`src/design/assert_macros.svh`:
```
// ---------------------------------------------------------------------------
// Assertion macros
// Shared concurrent assertion macros, clocked on clk_i and gated by rst_ni.
// ---------------------------------------------------------------------------
`ifndef ASSERT_MACROS_SVH
`define ASSERT_MACROS_SVH

`ifndef ASSERT_OFF
// Check a property on every rising edge outside reset.
`define UPL_ASSERT(lbl, prop) \
  lbl: assert property (@(posedge clk_i) disable iff (!rst_ni) prop) \
    else $error("assertion failed");
// Check a property with a caller-supplied message.
`define UPL_ASSERT_MSG(lbl, prop, msg) \
  lbl: assert property (@(posedge clk_i) disable iff (!rst_ni) prop) \
    else $error(msg);
`else
`define UPL_ASSERT(lbl, prop)
`define UPL_ASSERT_MSG(lbl, prop, msg)
`endif

`endif

```
`src/design/upl_pkg.sv`:
```
// ---------------------------------------------------------------------------
// Presence light timer package
// Shared types and constants for the ranging light timer.
// ---------------------------------------------------------------------------
package upl_pkg;

  localparam int APB_ADDR_W = 4;
  localparam int APB_DATA_W = 32;

  localparam int THRESH_W  = 9;
  localparam int ON_SEC_W  = 4;
  localparam int TPC_W     = 8;
  localparam int TPS_W     = 24;
  localparam int DIST_OUT_W = 10;

  // Register indexes (byte address / 4)
  localparam logic [1:0] REG_DIST_THRESHOLD   = 2'd0;
  localparam logic [1:0] REG_ON_SECONDS       = 2'd1;
  localparam logic [1:0] REG_TICKS_PER_CM     = 2'd2;
  localparam logic [1:0] REG_TICKS_PER_SECOND = 2'd3;

  localparam logic [THRESH_W-1:0] DIST_THRESHOLD_RST   = 9'd150;
  localparam logic [ON_SEC_W-1:0] ON_SECONDS_RST       = 4'd5;
  localparam logic [TPC_W-1:0]    TICKS_PER_CM_RST     = 8'd58;
  localparam logic [TPS_W-1:0]    TICKS_PER_SECOND_RST = 24'd1000000;

  localparam logic [APB_DATA_W-1:0] DIST_THRESHOLD_MAX = 32'd400;
  localparam logic [APB_DATA_W-1:0] ON_SECONDS_MAX     = 32'd15;
  localparam logic [APB_DATA_W-1:0] TICKS_PER_CM_MAX   = 32'd255;
  localparam logic [APB_DATA_W-1:0] TICKS_PER_SEC_MAX  = 32'd16777215;

  localparam logic [DIST_OUT_W-1:0] DIST_OUT_MAX = 10'd1023;

  // Result queue
  localparam int RES_DEPTH = 3;
  localparam int RES_CNT_W = 2;
  localparam int RES_PTR_W = 2;

  typedef struct packed {
    logic [THRESH_W-1:0] dist_threshold;
    logic [ON_SEC_W-1:0] on_seconds;
    logic [TPC_W-1:0]    ticks_per_cm;
    logic [TPS_W-1:0]    ticks_per_second;
  } cfg_t;

  typedef struct packed {
    logic                  trigger;
    logic                  sensing_led;
    logic                  light_on;
    logic                  distance_valid;
    logic [DIST_OUT_W-1:0] distance_cm;
  } res_t;

endpackage

```
`src/design/upl_if.sv`:
```
// ---------------------------------------------------------------------------
// Presence light timer channels
// Valid/ready channels for echo ticks and per-tick results.
// ---------------------------------------------------------------------------
interface upl_tick_if;
  logic valid;
  logic ready;
  logic echo;

  modport source (output valid, output echo, input ready);
  modport sink (input valid, input echo, output ready);
endinterface

interface upl_res_if;
  logic                           valid;
  logic                           ready;
  logic                           trigger;
  logic                           sensing_led;
  logic                           light_on;
  logic                           distance_valid;
  logic [upl_pkg::DIST_OUT_W-1:0] distance_cm;

  modport source (output valid, output trigger, output sensing_led, output light_on,
                  output distance_valid, output distance_cm, input ready);
  modport sink (input valid, input trigger, input sensing_led, input light_on,
                input distance_valid, input distance_cm, output ready);
endinterface

```
`src/design/upl_cfg_regs.sv`:
```
// ---------------------------------------------------------------------------
// Configuration registers
// APB register file with range-checked writes.
// ---------------------------------------------------------------------------
module upl_cfg_regs (
  input  logic                           clk_i,
  input  logic                           rst_ni,
  input  logic                           psel,
  input  logic                           penable,
  input  logic                           pwrite,
  input  logic [upl_pkg::APB_ADDR_W-1:0] paddr,
  input  logic [upl_pkg::APB_DATA_W-1:0] pwdata,
  output logic [upl_pkg::APB_DATA_W-1:0] prdata,
  output logic                           pready,
  output upl_pkg::cfg_t                  cfg_o
);
  import upl_pkg::*;

  cfg_t       cfg_q, cfg_d;
  logic       wr_en;
  logic [1:0] reg_idx;

  assign pready  = 1'b1;
  assign wr_en   = psel && penable && pwrite;
  assign reg_idx = paddr[3:2];
  assign cfg_o   = cfg_q;

  // Drop writes whose value is out of range
  always_comb begin
    cfg_d = cfg_q;
    if (wr_en) begin
      case (reg_idx)
        REG_DIST_THRESHOLD: begin
          if (pwdata != '0 && pwdata <= DIST_THRESHOLD_MAX)
            cfg_d.dist_threshold = pwdata[THRESH_W-1:0];
        end
        REG_ON_SECONDS: begin
          if (pwdata != '0 && pwdata <= ON_SECONDS_MAX)
            cfg_d.on_seconds = pwdata[ON_SEC_W-1:0];
        end
        REG_TICKS_PER_CM: begin
          if (pwdata != '0 && pwdata <= TICKS_PER_CM_MAX)
            cfg_d.ticks_per_cm = pwdata[TPC_W-1:0];
        end
        REG_TICKS_PER_SECOND: begin
          if (pwdata != '0 && pwdata <= TICKS_PER_SEC_MAX)
            cfg_d.ticks_per_second = pwdata[TPS_W-1:0];
        end
        default: cfg_d = cfg_q;
      endcase
    end
  end

  always_ff @(posedge clk_i or negedge rst_ni) begin
    if (!rst_ni) begin
      cfg_q.dist_threshold   <= DIST_THRESHOLD_RST;
      cfg_q.on_seconds       <= ON_SECONDS_RST;
      cfg_q.ticks_per_cm     <= TICKS_PER_CM_RST;
      cfg_q.ticks_per_second <= TICKS_PER_SECOND_RST;
    end else begin
      cfg_q <= cfg_d;
    end
  end

  always_comb begin
    case (reg_idx)
      REG_DIST_THRESHOLD:   prdata = APB_DATA_W'(cfg_q.dist_threshold);
      REG_ON_SECONDS:       prdata = APB_DATA_W'(cfg_q.on_seconds);
      REG_TICKS_PER_CM:     prdata = APB_DATA_W'(cfg_q.ticks_per_cm);
      REG_TICKS_PER_SECOND: prdata = APB_DATA_W'(cfg_q.ticks_per_second);
      default:              prdata = '0;
    endcase
  end

endmodule

```
`src/design/upl_ranger.sv`:
```
// ---------------------------------------------------------------------------
// Ranging sequencer
// Input register and per-tick trigger/echo/light state update.
// ---------------------------------------------------------------------------
module upl_ranger #(
  parameter int TRIGGER_TICKS  = 10,
  parameter int DISTANCE_WIDTH = 10
) (
  input  logic          clk_i,
  input  logic          rst_ni,
  input  logic          accept_i,
  input  logic          echo_i,
  input  upl_pkg::cfg_t cfg_i,
  output logic          busy_o,
  output logic          push_o,
  output upl_pkg::res_t push_data_o
);
  import upl_pkg::*;

  localparam int TcW  = $clog2(TRIGGER_TICKS + 1);
  localparam int ExtW = (DISTANCE_WIDTH > DIST_OUT_W) ? DISTANCE_WIDTH : DIST_OUT_W;
  localparam logic [DISTANCE_WIDTH-1:0] CmMax = {DISTANCE_WIDTH{1'b1}};

  localparam logic [1:0] PH_TRIGGER = 2'd0;
  localparam logic [1:0] PH_WAIT    = 2'd1;
  localparam logic [1:0] PH_MEASURE = 2'd2;
  localparam logic [1:0] PH_LIGHT   = 2'd3;

  logic                      tick_vld_q;
  logic                      echo_q;
  logic [1:0]                phase_q, phase_d;
  logic [TcW-1:0]            trig_cnt_q, trig_cnt_d, trig_inc;
  logic [TPC_W-1:0]          sub_q, sub_d, sub_inc;
  logic [DISTANCE_WIDTH-1:0] cm_q, cm_d;
  logic [TPS_W-1:0]          pre_q, pre_d, pre_inc;
  logic [ON_SEC_W-1:0]       sec_q, sec_d;
  logic [DISTANCE_WIDTH-1:0] last_q, last_d;
  logic [ExtW-1:0]           last_ext;
  logic                      trig, sense, light, dvalid;

  assign trig_inc = trig_cnt_q + TcW'(1);
  assign sub_inc  = sub_q + TPC_W'(1);
  assign pre_inc  = pre_q + TPS_W'(1);

  always_comb begin
    phase_d    = phase_q;
    trig_cnt_d = trig_cnt_q;
    sub_d      = sub_q;
    cm_d       = cm_q;
    pre_d      = pre_q;
    sec_d      = sec_q;
    last_d     = last_q;
    trig       = 1'b0;
    sense      = 1'b0;
    light      = 1'b0;
    dvalid     = 1'b0;
    case (phase_q)
      PH_WAIT: begin
        if (echo_q) begin
          sense   = 1'b1;
          cm_d    = DISTANCE_WIDTH'(1);
          sub_d   = '0;
          phase_d = PH_MEASURE;
        end
      end
      PH_MEASURE: begin
        if (echo_q) begin
          sense = 1'b1;
          if (sub_inc >= cfg_i.ticks_per_cm) begin
            sub_d = '0;
            if (cm_q != CmMax) cm_d = cm_q + DISTANCE_WIDTH'(1);
          end else begin
            sub_d = sub_inc;
          end
        end else begin
          dvalid = 1'b1;
          last_d = cm_q;
          if (ExtW'(cm_q) <= ExtW'(cfg_i.dist_threshold)) begin
            phase_d = PH_LIGHT;
            pre_d   = '0;
            sec_d   = '0;
          end else begin
            phase_d    = PH_TRIGGER;
            trig_cnt_d = '0;
          end
        end
      end
      PH_LIGHT: begin
        light = 1'b1;
        if (pre_inc >= cfg_i.ticks_per_second) begin
          pre_d = '0;
          // At-or-beyond test ends the hold cleanly if the setting was lowered
          if (sec_q >= cfg_i.on_seconds) begin
            phase_d    = PH_TRIGGER;
            trig_cnt_d = '0;
          end else begin
            sec_d = sec_q + ON_SEC_W'(1);
          end
        end else begin
          pre_d = pre_inc;
        end
      end
      default: begin
        trig = 1'b1;
        if (trig_inc >= TcW'(TRIGGER_TICKS)) begin
          trig_cnt_d = '0;
          phase_d    = PH_WAIT;
        end else begin
          trig_cnt_d = trig_inc;
        end
      end
    endcase
  end

  assign last_ext = ExtW'(last_d);

  always_comb begin
    push_data_o.trigger        = trig;
    push_data_o.sensing_led    = sense;
    push_data_o.light_on       = light;
    push_data_o.distance_valid = dvalid;
    push_data_o.distance_cm    = (last_ext > ExtW'(DIST_OUT_MAX)) ? DIST_OUT_MAX :
                                 last_ext[DIST_OUT_W-1:0];
  end

  assign push_o = tick_vld_q;
  assign busy_o = tick_vld_q;

  always_ff @(posedge clk_i or negedge rst_ni) begin
    if (!rst_ni) begin
      tick_vld_q <= 1'b0;
      echo_q     <= 1'b0;
    end else begin
      tick_vld_q <= accept_i;
      if (accept_i) echo_q <= echo_i;
    end
  end

  always_ff @(posedge clk_i or negedge rst_ni) begin
    if (!rst_ni) begin
      phase_q    <= PH_TRIGGER;
      trig_cnt_q <= '0;
      sub_q      <= '0;
      cm_q       <= '0;
      pre_q      <= '0;
      sec_q      <= '0;
      last_q     <= '0;
    end else if (tick_vld_q) begin
      phase_q    <= phase_d;
      trig_cnt_q <= trig_cnt_d;
      sub_q      <= sub_d;
      cm_q       <= cm_d;
      pre_q      <= pre_d;
      sec_q      <= sec_d;
      last_q     <= last_d;
    end
  end

endmodule

```
`src/design/upl_res_fifo.sv`:
```
// ---------------------------------------------------------------------------
// Result queue
// Small register queue that holds finished results for the output channel.
// ---------------------------------------------------------------------------
module upl_res_fifo (
  input  logic                          clk_i,
  input  logic                          rst_ni,
  input  logic                          push_i,
  input  upl_pkg::res_t                 push_data_i,
  output logic [upl_pkg::RES_CNT_W-1:0] count_o,
  output logic                          pop_o,
  upl_res_if.source                     res_o
);
  import upl_pkg::*;

  res_t                 mem_q [RES_DEPTH];
  logic [RES_PTR_W-1:0] wr_ptr_q, rd_ptr_q;
  logic [RES_CNT_W-1:0] cnt_q;
  logic                 pop;
  res_t                 head;

  function automatic logic [RES_PTR_W-1:0] ptr_next(input logic [RES_PTR_W-1:0] p);
    ptr_next = (p == RES_PTR_W'(RES_DEPTH - 1)) ? '0 : p + RES_PTR_W'(1);
  endfunction

  assign head    = mem_q[rd_ptr_q];
  assign pop     = res_o.valid && res_o.ready;
  assign pop_o   = pop;
  assign count_o = cnt_q;

  assign res_o.valid          = (cnt_q != '0);
  assign res_o.trigger        = head.trigger;
  assign res_o.sensing_led    = head.sensing_led;
  assign res_o.light_on       = head.light_on;
  assign res_o.distance_valid = head.distance_valid;
  assign res_o.distance_cm    = head.distance_cm;

  always_ff @(posedge clk_i) begin
    if (push_i) mem_q[wr_ptr_q] <= push_data_i;
  end

  always_ff @(posedge clk_i or negedge rst_ni) begin
    if (!rst_ni) begin
      wr_ptr_q <= '0;
      rd_ptr_q <= '0;
      cnt_q    <= '0;
    end else begin
      if (push_i) wr_ptr_q <= ptr_next(wr_ptr_q);
      if (pop)    rd_ptr_q <= ptr_next(rd_ptr_q);
      if (push_i && !pop)      cnt_q <= cnt_q + RES_CNT_W'(1);
      else if (pop && !push_i) cnt_q <= cnt_q - RES_CNT_W'(1);
    end
  end

endmodule

```
`src/design/ultrasonic_presence_light_timer.sv`:
```
// ---------------------------------------------------------------------------
// Ultrasonic presence light timer
// Echo-pulse ranging sequencer that drives a presence light.
// ---------------------------------------------------------------------------
// Every transaction on tick_i is one microsecond tick carrying the sampled
// echo pin, and every tick yields exactly one result transaction on
// result_o. The block takes one tick per clock cycle while tick_i.ready is
// high; a result passes through the input register, then the result
// queue. The three-entry result queue absorbs one more tick once the
// consumer holds off; after that the input stalls until a result leaves.
// Each measurement pulses trigger for
// TRIGGER_TICKS ticks, waits for the echo to rise, counts centimetres while
// it stays high (one on the first high tick, then one every ticks_per_cm
// ticks, saturating at the DISTANCE_WIDTH limit), and reports the distance,
// capped at 1023, on the falling edge. At or below dist_threshold the light
// stays on for on_seconds+1 seconds of ticks_per_second ticks before the next
// measurement. There is no echo timeout. Configuration writes with values
// out of range are dropped; write only while no tick is in flight.
// ---------------------------------------------------------------------------
`include "assert_macros.svh"

module ultrasonic_presence_light_timer #(
  parameter int TRIGGER_TICKS  = 10,
  parameter int DISTANCE_WIDTH = 10
) (
  input  logic                           clk_i,
  input  logic                           rst_ni,
  input  logic                           psel,
  input  logic                           penable,
  input  logic                           pwrite,
  input  logic [upl_pkg::APB_ADDR_W-1:0] paddr,
  input  logic [upl_pkg::APB_DATA_W-1:0] pwdata,
  output logic [upl_pkg::APB_DATA_W-1:0] prdata,
  output logic                           pready,
  upl_tick_if.sink                       tick_i,
  upl_res_if.source                      result_o
);
  import upl_pkg::*;

  cfg_t                 cfg;
  logic                 accept;
  logic                 busy;
  logic                 push;
  logic                 pop;
  res_t                 push_data;
  logic [RES_CNT_W-1:0] q_count;
  logic [RES_CNT_W:0]   committed;

  // Count queued results plus the tick in the input register; hold off once
  // every queue slot is spoken for, independent of result_o.ready.
  assign committed    = (RES_CNT_W + 1)'(q_count) + (RES_CNT_W + 1)'(busy);
  assign tick_i.ready = (committed < (RES_CNT_W + 1)'(RES_DEPTH));
  assign accept       = tick_i.valid && tick_i.ready;

  upl_cfg_regs u_cfg (
    .clk_i   (clk_i),
    .rst_ni  (rst_ni),
    .psel    (psel),
    .penable (penable),
    .pwrite  (pwrite),
    .paddr   (paddr),
    .pwdata  (pwdata),
    .prdata  (prdata),
    .pready  (pready),
    .cfg_o   (cfg)
  );

  upl_ranger #(
    .TRIGGER_TICKS  (TRIGGER_TICKS),
    .DISTANCE_WIDTH (DISTANCE_WIDTH)
  ) u_ranger (
    .clk_i       (clk_i),
    .rst_ni      (rst_ni),
    .accept_i    (accept),
    .echo_i      (tick_i.echo),
    .cfg_i       (cfg),
    .busy_o      (busy),
    .push_o      (push),
    .push_data_o (push_data)
  );

  upl_res_fifo u_fifo (
    .clk_i       (clk_i),
    .rst_ni      (rst_ni),
    .push_i      (push),
    .push_data_i (push_data),
    .count_o     (q_count),
    .pop_o       (pop),
    .res_o       (result_o)
  );

  // Queue must never be full when a result lands, unless a result leaves at once
  `UPL_ASSERT(a_no_overflow, push |-> (q_count != RES_CNT_W'(RES_DEPTH)) || pop)
  // Slots spoken for never exceed the queue depth
  `UPL_ASSERT_MSG(a_commit_bound, committed <= (RES_CNT_W + 1)'(RES_DEPTH), "queue overbooked")
  // At most one of trigger, sensing and light per tick
  `UPL_ASSERT(a_phase_excl, push |-> $onehot0({push_data.trigger, push_data.sensing_led,
    push_data.light_on}))
  // A completed measurement is never reported as an echo-high tick
  `UPL_ASSERT(a_done_not_sensing, push && push_data.distance_valid |-> !push_data.sensing_led)

endmodule
```
`src/flat_wrapper.sv`:
```
// flat-port wrapper written by rule: the top's interface ports become plain ports
module ultrasonic_presence_light_timer_flat import upl_pkg::*;
#(
  parameter int TRIGGER_TICKS  = 10,
  parameter int DISTANCE_WIDTH = 10
)
  (clk_i, rst_ni, psel, penable, pwrite, paddr, pwdata, prdata, pready, tick_i_valid, tick_i_echo, tick_i_ready, result_o_valid, result_o_trigger, result_o_sensing_led, result_o_light_on, result_o_distance_valid, result_o_distance_cm, result_o_ready);
  upl_tick_if tick_i_i ();
  upl_res_if result_o_i ();
  input  logic clk_i;
  input  logic rst_ni;
  input  logic psel;
  input  logic penable;
  input  logic pwrite;
  input  logic [upl_pkg::APB_ADDR_W-1:0] paddr;
  input  logic [upl_pkg::APB_DATA_W-1:0] pwdata;
  output logic [upl_pkg::APB_DATA_W-1:0] prdata;
  output logic pready;
  input wire logic [$bits(tick_i_i.valid)-1:0] tick_i_valid;
  input wire logic [$bits(tick_i_i.echo)-1:0] tick_i_echo;
  output wire logic [$bits(tick_i_i.ready)-1:0] tick_i_ready;
  output wire logic [$bits(result_o_i.valid)-1:0] result_o_valid;
  output wire logic [$bits(result_o_i.trigger)-1:0] result_o_trigger;
  output wire logic [$bits(result_o_i.sensing_led)-1:0] result_o_sensing_led;
  output wire logic [$bits(result_o_i.light_on)-1:0] result_o_light_on;
  output wire logic [$bits(result_o_i.distance_valid)-1:0] result_o_distance_valid;
  output wire logic [$bits(result_o_i.distance_cm)-1:0] result_o_distance_cm;
  input wire logic [$bits(result_o_i.ready)-1:0] result_o_ready;
  assign tick_i_i.valid = tick_i_valid;
  assign tick_i_i.echo = tick_i_echo;
  assign tick_i_ready = tick_i_i.ready;
  assign result_o_valid = result_o_i.valid;
  assign result_o_trigger = result_o_i.trigger;
  assign result_o_sensing_led = result_o_i.sensing_led;
  assign result_o_light_on = result_o_i.light_on;
  assign result_o_distance_valid = result_o_i.distance_valid;
  assign result_o_distance_cm = result_o_i.distance_cm;
  assign result_o_i.ready = result_o_ready;
  ultrasonic_presence_light_timer #(.TRIGGER_TICKS(TRIGGER_TICKS), .DISTANCE_WIDTH(DISTANCE_WIDTH)) u_core (.clk_i(clk_i), .rst_ni(rst_ni), .psel(psel), .penable(penable), .pwrite(pwrite), .paddr(paddr), .pwdata(pwdata), .prdata(prdata), .pready(pready), .tick_i(tick_i_i), .result_o(result_o_i));
endmodule
```
`config.mk`:
```
export PLATFORM = sky130hd
export DESIGN_NAME = ultrasonic_presence_light_timer_flat
export DESIGN_NICKNAME = d
export VERILOG_FILES = /design/src/design/upl_pkg.sv /design/src/design/upl_if.sv /design/src/design/upl_cfg_regs.sv /design/src/design/upl_ranger.sv /design/src/design/upl_res_fifo.sv /design/src/design/ultrasonic_presence_light_timer.sv /design/src/flat_wrapper.sv
export VERILOG_INCLUDE_DIRS = /design/src /design/src/design
export SDC_FILE = /design/constraint.sdc
export NUM_CORES = 1
export LEC_CHECK = 0
export BUFFER_PORTS_ARGS = -buffer_cell sky130_fd_sc_hd__buf_2
export CAP_MARGIN = 10
export CORE_MARGIN = 2
export CORE_UTILIZATION = 45
export DETAILED_ROUTE_END_ITERATION = 10
export PLACE_DENSITY = 0.62
export SYNTH_ARGS = -nofsm -noshare
export SYNTH_HDL_FRONTEND = slang
export SYNTH_SLANG_ARGS = --single-unit
```
`constraint.sdc`:
```
create_clock -name clk_i -period 6.95 [get_ports clk_i]
set_input_delay 0.3475 -clock clk_i [delete_from_list [all_inputs] [get_ports clk_i]]
set_output_delay 0.3475 -clock clk_i [all_outputs]
set_load 0.01 [all_outputs]
```
==> results.toml, run 1 <==
[run_status]
status = "complete, no violations"

[worst_setup_path]
crit_required_ns = 7.32
slowest_delay_ns = 0.63
cp_cell_sequence = "ha_1 -> and3_1 -> nand4_1 -> nor3_1 -> nand4_1 -> nor2_1 -> xor2_1 -> ha_1 -> nand4_1 -> a21oi_1 -> or4b_1 -> or2_1 -> nor2_2 -> a22o_1"
reg2reg_from = "u_core.u_ranger.pre_q[0]"
crit_path_frequent_cell = "nand4_1"
worstSetupStartpointType = "flip-flop"
r2r_end = "u_core.u_ranger.pre_q[16]"
worstRegToRegCells = 14
reg2reg_slack_ns = 2.24
critPathMaxFanout = 14
crit_path_end_kind = "flip-flop"
cp_top_family = "simple AND/OR/NAND/NOR gates"
critPathKind = "reg2reg"
arrival_ns = 5.08
cp.buffers_inverters = 0
slowest_stage = "or4b_1"

[timing]
fin_crit_ns = 4.71
fmax_mhz = 212
finalSetupTns_ns = 0
finalCritPeriodShare_pct = 67.8
max_slew_margin_pct = 38.3
rsz0062_at_grt = "no"
hold_viol = 0
fin_skew_ns = 0.0113
setup_viol = 0
slew_viol_final = 0
worst_pin_slew_ns = 0.926

[grt]
grt_pass1_vias = 6169
grtUsageTotal_pct = 19.1
grt_overflow = 0
grt_pass1_wl_um = 30800
antenna_found_initial = 0
grt_start_max_net_pins = 70

[route]
post-route-drc-count = 0
via_per_inst = 5.32
via_count = 6492
final_antenna_net_count = 0
detail_route.wl_per_cell_um = 15.4
drtIter0Drc = 354
drt-total-wl_um = 18700
dr.pass1.iters = 5

[floorplanning]
die_h_um = 143
io_pins = 93
dieWidth_um = 143
coreArea_um2 = 19300
start_util_pct = 45.4
fp-row-count = 51
dieArea_um2 = 20600

[clock_tree]
post-cts-setup-buffers = 0
cts_resized = 0
root_buffer = "clkbuf_16"
clk_pin_slew_ns = 0.07
cts_buffers = 17
cts_buffer_depth = 2
cts_tree = "built"
cts_sinks = 157
htree_num_levels = 4
holdBufCountCts = 1
clock_latency_ns = 0.43

[layout]
drive_above_1_share_pct = 20.7
fillers = 1823
syn_to_final_growth_pct = 14.3
fin_nets = 1044
antennaDiodeCount = 0

[power]
power_density_nw_per_um2 = 291
p_leak_uw = 0.00449
power_uw = 2910
vdd_ir_drop_max_mv = 0.199

[yosys]
synth.area.top_cells = "dfrtp_1 (28%), edfxtp_1 (14%), ha_1 (8.3%), mux2_2 (5.5%), dfstp_2 (5.1%)"
syn_inst = 868
synth.most_common_cell = "nand2_1"
async_flop_share_pct = 73.2
yosys.area.top_type = "dfrtp_1"
synth.ff_latch_count = 157
synth_top_area_share_pct = 28.0
syn_area_per_cell_um2 = 10.1
synth_cell_type_count = 62
synth_edf_count = 42
syn_area_um2 = 8750
synth-main-ff-cell = "dfrtp_1"
ys_seq_area_share_pct = 47.5
yosys-top-cells-count = "nand2_1 (108), dfrtp_1 (98), nor2_1 (79), o21ai_0 (59), ha_1 (58)"
synth_warnings = 0

[min_path]
min_to = "u_core.u_cfg.cfg_o[23]"
holdPathStages = 2
min_from = "pwdata[23]"
hold_class = "in2reg"

[placed_design]
place.port_buffers = 81
post-dp-hpwl_um = 13300
routabilityCongestion = 0.779

[run]
maxCapViolCount = 0
worst max-delay path by stage:
stage | startpoint | end | slack (ns) | depth (start not counted)
after floorplan | u_core.u_ranger.pre_q[7] | u_core.u_ranger.pre_q[15] | 3.18 | 15
after global placement | u_core.u_ranger.pre_q[0] | u_core.u_ranger.phase_q[1] | 2.29 | 16
after detailed placement | u_core.u_ranger.pre_q[0] | u_core.u_ranger.phase_q[1] | 2.30 | 16
after CTS | u_core.u_ranger.pre_q[0] | u_core.u_ranger.phase_q[1] | 2.24 | 16
after global routing | u_core.u_ranger.pre_q[0] | u_core.u_ranger.phase_q[1] | 1.87 | 16
final | u_core.u_ranger.pre_q[0] | u_core.u_ranger.pre_q[16] | 2.24 | 14
report_power, final:
group	internal, uW	total, uW	switching [uW]
logic	280	709	429
clock network	543	954	411
registers	1120	1250	128
total	1950	2910	967
per-stage QoR:
stage / hold slack [ns] / setup slack [ns] / std cells / area, um2 / util, %
floorplan: 0.0519 / 3.18 / 875 / 8780 / -
global placement: 0.409 / 2.29 / 1187 / 9390 / 48.7
detailed placement: 0.411 / 2.30 / 1187 / 9390 / 48.7
CTS: 0.144 / 2.24 / 1220 / 10000 / 51.9
global route: 0.152 / 1.87 / 1220 / 10000 / 51.9
finish: 0.161 / 2.24 / 1220 / 10000 / 51.9
cell type report:
type / count / area (um2) / area share [%]
flip-flops and latches: 157 / 4160 / 41.6
multi-input cells: 620 / 4210 / 42.1
repair buffers: 91 / 485 / 4.86
well taps: 265 / 332 / 3.32
clock inverters: 14 / 171 / 1.71
clock buffers: 18 / 429 / 4.29
inverters: 55 / 206 / 2.06
worst reg2reg max path, stage by stage, from the launching register on:
cell	delay (ns)
dfrtp_1	0.44
ha_1	0.26
and3_1	0.23
nand4_1	0.18
nor3_1	0.38
nand4_1	0.28
nor2_1	0.22
xor2_1	0.24
ha_1	0.28
nand4_1	0.17
a21oi_1	0.06
or4b_1	0.63
or2_1	0.40
nor2_2	0.61
a22o_1	0.24
routing by layer:
| metal | GRT usage [%] | wire, um | up-vias | part of all wire [%] |
|---|---|---|---|---|
| li1 | - | - | 3206 | - |
| met5 | 0 | 0 | - | 0 |
| met1 | 26.6 | 9130 | 3137 | 49 |
| met2 | 30.1 | 8670 | 128 | 46 |
| met3 | 3.93 | 703 | 21 | 3.8 |
| met4 | 5.93 | 234 | 0 | 1.2 |
cell usage in the layout, fill, tap and decap left out, types with 20 or more instances in the layout:
| cell type | netlist | routed |
|---|---|---|
| nand2_1 | 108 | 108 |
| dfrtp_1 | 98 | 98 |
| buf_2 | 7 | 80 |
| nor2_1 | 79 | 79 |
| o21ai_0 | 59 | 59 |
| ha_1 | 58 | 58 |
| inv_1 | 54 | 54 |
| mux2_2 | 43 | 43 |
| edfxtp_1 | 42 | 42 |
| nand3_1 | 26 | 26 |
| a22o_1 | 24 | 24 |
| xor2_1 | 21 | 21 |
| a21oi_1 | 20 | 20 |
cells by family after synthesis:
group / after synthesis / share of synthesized area, %
compound gates: 154 / 11.5
xor+xnor: 33 / 3.30
fa+ha+maj: 58 / 8.29
buf+inv: 98 / 4.82
flops: 157 / 47.5
mux: 62 / 8.28
other cells: 2 / 0.0858
simple gates: 304 / 16.2
registers in the layout (all words and copies together), names as in the netlist:
| register | flops |
|---|---|
| u_core.u_ranger.last_q | 10 |
| u_core.u_fifo.mem_q | 42 |
| u_core.u_ranger.phase_q | 2 |
| u_core.u_ranger.busy_o | 1 |
| u_core.u_ranger.pre_q | 24 |
| u_core.u_ranger.cm_q | 10 |
| u_core.u_fifo.rd_ptr_q | 2 |
| u_core.u_ranger.echo_q | 1 |
| u_core.u_ranger.sub_q | 8 |
| u_core.u_cfg.cfg_o | 45 |
| u_core.u_ranger.sec_q | 4 |
| u_core.u_fifo.wr_ptr_q | 2 |
| u_core.u_ranger.trig_cnt_q | 4 |
| u_core.u_fifo.count_o | 2 |
No activity file was read; power rests on OpenSTA's default activity.
==> run 2, diff against run 1 <==
Settings changed: ABC_AREA from default to 1.
Clock period 6.95 ns to 4.65 ns, I/O delays scaled along.
==> run 2 against run 1 <==
Compared with the run above:
- critical path depth is 1 lower
- largest cell class is now registers
- routed wire length rose by 8.5%
- highest routed layer unchanged
- sequential cell count is the same
- setup slack worse by 0.77 ns
- clock-buffer cell count decreased by 1
- design area up 3.7%
==> results.toml, run 2 <==
[layout]
syn_to_final_growth_pct = 14.1
layout_commonest_cell = "nand2_1"
largest_reg_flops = 45
fin_cells = 1472
antennaDiodeCount = 0
drive_above_1_share_pct = 15.0
final_area_um2 = 10400
regArea_um2 = 4160
final_util_pct = 52.7
layout_common_cells = "nand2_1 (314), inv_1 (161), dfrtp_1 (98)"
fin_nets = 1296
multi_input_area_um2 = 4130
fillers = 1891

[worst_setup_path]
worstRegToRegCells = 13
crit_required_ns = 5.02
arrival_ns = 3.55
critPathMaxFanout = 5
cp-startpoint = "u_core.u_ranger.pre_q[0]"
critPathKind = "reg2reg"
crit_path_end_kind = "flip-flop"
reg2reg_from = "u_core.u_ranger.pre_q[0]"
reg2reg_slack_ns = 1.47
r2r_end = "u_core.u_ranger.trig_cnt_q[2]"
critPathCapture = "u_core.u_ranger.trig_cnt_q[2]"
worstSetupStartpointType = "flip-flop"

[floorplanning]
start_util_pct = 46.2
dieArea_um2 = 21300
fp-row-count = 51
die_h_um = 146
coreArea_um2 = 19700
io_pins = 93
dieWidth_um = 146

[clock_tree]
root_buffer = "clkbuf_16"
cts_resized = 0
cts_sinks = 157
cts_tree = "built"
cts_buffers = 17
htree_num_levels = 4
clk_pin_slew_ns = 0.07
cts_buffer_depth = 2
clock_latency_ns = 0.43

[timing]
setup_viol = 0
fmax_mhz = 314
fin_skew_ns = 0.00832
worst_pin_slew_ns = 1.05
fin_crit_ns = 3.18
max_slew_margin_pct = 29.5
rsz0062_at_grt = "no"
finalCritPeriodShare_pct = 68.5
hold_viol = 0
slew_viol_final = 0
finalSetupTns_ns = 0

[route]
drtIter0Drc = 491
dr.pass1.iters = 5
final_antenna_net_count = 0
drt-total-wl_um = 20300
via_count = 7320
detail_route.wl_per_cell_um = 13.8
via_per_inst = 4.97
post-route-drc-count = 0

[run]
maxCapViolCount = 0

[yosys]
async_flop_share_pct = 73.2
synth-main-ff-cell = "dfrtp_1"
synth.ff_latch_count = 157
synth.most_common_cell = "nand2_1"
yosys-top-cells-count = "nand2_1 (314), inv_1 (161), dfrtp_1 (98), nor2_1 (76), o21ai_0 (70)"
synth_edf_count = 42
synth_cell_type_count = 47
syn_area_um2 = 9080
synth_warnings = 0
syn_area_per_cell_um2 = 8.17
ys_seq_area_share_pct = 45.8
syn_inst = 1112
synth_top_area_share_pct = 27.0
synth.area.top_cells = "dfrtp_1 (27%), edfxtp_1 (14%), nand2_1 (13%), ha_1 (8.0%), inv_1 (6.7%)"
yosys.area.top_type = "dfrtp_1"

[power]
p_leak_uw = 0.00497
seq_power_share_pct = 41.3
combPwrFrac_pct = 23.5
swShare_pct = 34.7
switching_power_uw = 1450
vdd_ir_drop_max_mv = 0.286
clock_power_share_pct = 35.2
internal-power_uw = 2730
power_density_nw_per_um2 = 403

[placed_design]
dpl.cell_count = 1438
routabilityCongestion = 0.895
placed_area_um2 = 9700
post-dp-hpwl_um = 15000
place.port_buffers = 81

[grt]
grtUsageTotal_pct = 20.0
antenna_found_initial = 0
grt_pass1_wl_um = 34700
grt_start_max_net_pins = 76
grt_pass1_vias = 6927
grt_overflow = 0

[run_status]
status = "complete, no violations"

[min_path]
hold_class = "in2reg"
==> run 2: cell count changes after synthesis, sizes merged, moves of 14 or more <==
cell	delta
mux2i	-14
nand3	+37
o21ai	+35
mux2	-42
nand2	+210
inv	+113
a22o	-24
==> run 2: repair_timing <==
item | CTS | global route
buffers inserted | 0 | 0
endpoints found under the setup margin | 0 | 0
hold buffers | 2 | 0
hold endpoints to repair | 43 | 0
==> run 2: metrics by stage <==
stage / total power (uW) / setup WS, ns / hold slack, ns
after CTS: 4230 / 1.48 / 0.00319
after global placement: 2730 / 1.52 / 0.438
after floorplan: 2400 / 2.08 / -0.0631
after global routing: 4440 / 1.08 / 0.0283
after detailed placement: 2750 / 1.52 / 0.442
final: 4170 / 1.47 / 0.0212
==> run 2: worst min-delay path by stage <==
stage / end / start / cells after the start / slack [ns]
6_report: u_core.u_ranger.busy_o / tick_i_valid / 3 / 0.02
5_1_grt: u_core.u_cfg.cfg_o[37] / pwdata[1] / 3 / 0.03
4_1_cts: u_core.u_ranger.busy_o / tick_i_valid / 3 / 0.003
3_5_place_dp: u_core.u_ranger.echo_q / tick_i_echo / 3 / 0.44
3_3_place_gp: u_core.u_ranger.echo_q / tick_i_echo / 3 / 0.44
2_1_floorplan: u_core.u_cfg.cfg_o[0] / rst_ni / 0 / -0.06
==> run 2: cell families (layout without fill, tap and decap cells) <==
group	Yosys count	in the layout	synth area share [%]
other cells	2	9	0.0827
mux	2	2	0.234
buf+inv	200	288	9.19
compound gates	141	141	9.13
simple gates	517	517	24.2
flops	157	157	45.8
xor+xnor	35	35	3.38
fa+ha+maj	58	58	7.99
==> run 2: power by group through the flow <==
| stage | combinational (uW) | sequential [uW] | clock [uW] |
|---|---|---|---|
| after detailed placement | 999 | 1750 | 0 |
| after CTS | 1000 | 1720 | 1500 |
| after global routing | 1130 | 1740 | 1570 |
| after global placement | 981 | 1750 | 0 |
| final | 982 | 1720 | 1470 |
| after floorplan | 697 | 1710 | 0 |
==> run 2: cell type report <==
type / instances / area share, %
flip-flops and latches: 157 / 40.1
inverters: 167 / 6.05
multi-input cells: 762 / 39.8
clock buffers: 17 / 4.10
repair buffers: 89 / 4.56
clock inverters: 15 / 2.12
well taps: 265 / 3.20
==> run 2: routing by layer <==
| layer | up-vias | wire length, um | GRT usage [%] |
|---|---|---|---|
| met5 | - | 0 | 0 |
| met4 | 0 | 209 | 5.87 |
| met3 | 18 | 742 | 3.31 |
| met2 | 146 | 9090 | 30.6 |
| met1 | 3426 | 10300 | 29.5 |
| li1 | 3730 | - | - |
==> run 2: worst max-delay path: stages (launching register included) <==
cell	delay (ns)
dfrtp_1	0.44
nand3_1	0.19
nor3_1	0.53
nand3_1	0.23
xor2_1	0.22
ha_1	0.30
nand2_1	0.05
nor2_1	0.13
nand4_1	0.16
nor2_1	0.17
nand2_1	0.12
a21oi_1	0.36
nand3_1	0.14
nand2_1	0.09
==> run 3, diff against run 2 <==
Clock period 4.65 ns to 3 ns, I/O delays scaled along.
==> run 3 against run 2 <==
Compared with the run above:
- register-to-register slack got worse by 1.3 ns
- clock-buffer cell count is the same
- final cell count grew 3.1%
- critical endpoint is now u_core.u_ranger.pre_q[22]
- highest routed layer unchanged
==> results.toml, run 3 (synthesized netlist as in run 2, its figures left out) <==
[run_status]
status = "complete, no violations"

[power]
internal-power_uw = 4190
clock_power_share_pct = 33.4
vdd_ir_drop_max_mv = 0.415
swShare_pct = 34.7
p_leak_uw = 0.00519
seq_power_share_pct = 41.6
power_uw = 6420
switching_power_uw = 2230
combPwrFrac_pct = 24.9
power_density_nw_per_um2 = 594

[route]
via_per_inst = 4.87
dr.pass1.iters = 5
final_antenna_net_count = 0
wirelength_met1_um = 10500
drtIter0Drc = 493
detail_route.wl_per_cell_um = 13.7
routed.top_layer = "met4"
post-route-drc-count = 0
met3WireLength_um = 743
wl_met2_um = 9240
via_count = 7395
drt-total-wl_um = 20800

[worst_setup_path]
reg2reg_from = "u_core.u_ranger.pre_q[0]"
worstRegToRegCells = 17
critPathMaxFanout = 15
arrival_ns = 3.13
crit_required_ns = 3.34
crit_path_end_kind = "flip-flop"
critPathKind = "reg2reg"
r2r_end = "u_core.u_ranger.pre_q[22]"
reg2reg_slack_ns = 0.21
worstSetupStartpointType = "flip-flop"

[floorplanning]
die_h_um = 146
fp-row-count = 51
dieArea_um2 = 21300
io_pins = 93
dieWidth_um = 146
coreArea_um2 = 19700
start_util_pct = 46.2

[layout]
antennaDiodeCount = 0
final_area_um2 = 10800
fin_cells = 1518
fin_nets = 1342
fillers = 1872
largest_reg_flops = 45
drive_above_1_share_pct = 17.4
layout_common_cells = "nand2_1 (312), inv_1 (160), dfrtp_1 (98)"
final_util_pct = 55.0
syn_to_final_growth_pct = 19.0
layout_commonest_cell = "nand2_1"

[grt]
grt_overflow = 0
antenna_found_initial = 0
grtUsageTotal_pct = 20.3
grt_start_max_net_pins = 55
grt_pass1_vias = 7122
grt_pass1_wl_um = 35300

[clock_tree]
cts_sinks = 157
cts_tree = "built"
clock_latency_ns = 0.42
cts_buffers = 17
htree_num_levels = 4
clk_pin_slew_ns = 0.07
root_buffer = "clkbuf_16"
cts_buffer_depth = 2

[placed_design]
placed_area_um2 = 9890
post-dp-hpwl_um = 15400
dpl.cell_count = 1458
routabilityCongestion = 0.919
place.port_buffers = 81
preCtsSetupSlack_ns = 0.0871

[timing]
finalWorstSetupSlack_ns = 0.213
rsz0062_at_grt = "yes"
finalCritPeriodShare_pct = 92.9
fin_skew_ns = 0.00912
worst_pin_slew_ns = 0.725
fin_crit_ns = 2.79
max_slew_margin_pct = 51.7
setup_viol = 0
hold_viol = 0
slew_viol_final = 0
fmax_mhz = 359

[min_path]
holdPathStages = 3
hold_class = "in2reg"
min_to = "u_core.u_cfg.cfg_o[10]"
min_from = "pwdata[10]"

[run]
maxCapViolCount = 0
[run 3: worst max-delay path by stage]
stage / startpoint / to / slack (ns) / cells after the start
after floorplan: u_core.u_ranger.pre_q[0] / u_core.u_ranger.pre_q[13] / 0.43 / 17
after global placement: u_core.u_ranger.pre_q[6] / u_core.u_ranger.pre_q[17] / 0.15 / 17
after detailed placement: u_core.u_ranger.pre_q[6] / u_core.u_ranger.pre_q[22] / 0.09 / 19
after CTS: u_core.u_ranger.pre_q[6] / u_core.u_ranger.pre_q[22] / 0.05 / 19
after global routing: u_core.u_ranger.pre_q[3] / u_core.u_ranger.pre_q[22] / -0.05 / 19
final: u_core.u_ranger.pre_q[0] / u_core.u_ranger.pre_q[22] / 0.21 / 17
[run 3: layer usage]
layer  vias up  track usage [%]
li1       3819                -
met1      3402             29.7
met2       152             31.6
met3        22             2.69
met4         0             6.50
met5         -                0
[run 3: power groups by stage]
stage,clock [uW],sequential [uW],combinational [uW]
after floorplan,0,2650,1080
after global placement,0,2710,1560
after detailed placement,0,2710,1590
after CTS,2190,2680,1620
after global routing,2280,2710,1840
final,2150,2670,1600
[run 3: critical path: stages (launching register included)]
cell     delay (ns)
dfrtp_1        0.40
ha_1           0.20
nand3_2        0.09
nor3_2         0.14
inv_1          0.11
nor2_1         0.16
xor2_1         0.27
ha_1           0.28
nand2_1        0.08
a21oi_1        0.04
nor2_1         0.10
nand2_2        0.10
a21oi_4        0.19
nand2_4        0.11
nor2_8         0.13
buf_12         0.15
nand2_1        0.05
o21ai_1        0.08
[run 3: final cells by class]
cell class                 instances  area (um2)  area share (%)
multi-input combinational        762        4190            38.7
sequential                       157        4160            38.5
timing repair buffer             135         908            8.40
inverter                         167         627            5.80
clock buffer                      17         425            3.94
tap                              265         332            3.07
clock inverter                    15         173            1.60
[run 3: stage by stage]
| stage | hold WS (ns) | TNS (ns) |
|---|---|---|
| 4_1_cts | 0.00429 | 0 |
| 6_report | 0.0139 | 0 |
| 5_1_grt | 0.0186 | -0.149 |
| 2_1_floorplan | -0.146 | 0 |
| 3_5_place_dp | 0.258 | 0 |
| 3_3_place_gp | 0.257 | 0 |
[run 3: repair_timing]
| item | 4_1_cts | 5_1_grt |
|---|---|---|
| buffers inserted | 0 | 5 |
| setup endpoints to repair | 0 | 34 |
| hold buffers | 23 | 0 |
| endpoints found under the hold margin | 69 | 0 |
| gates resized for setup | 0 | 13 |
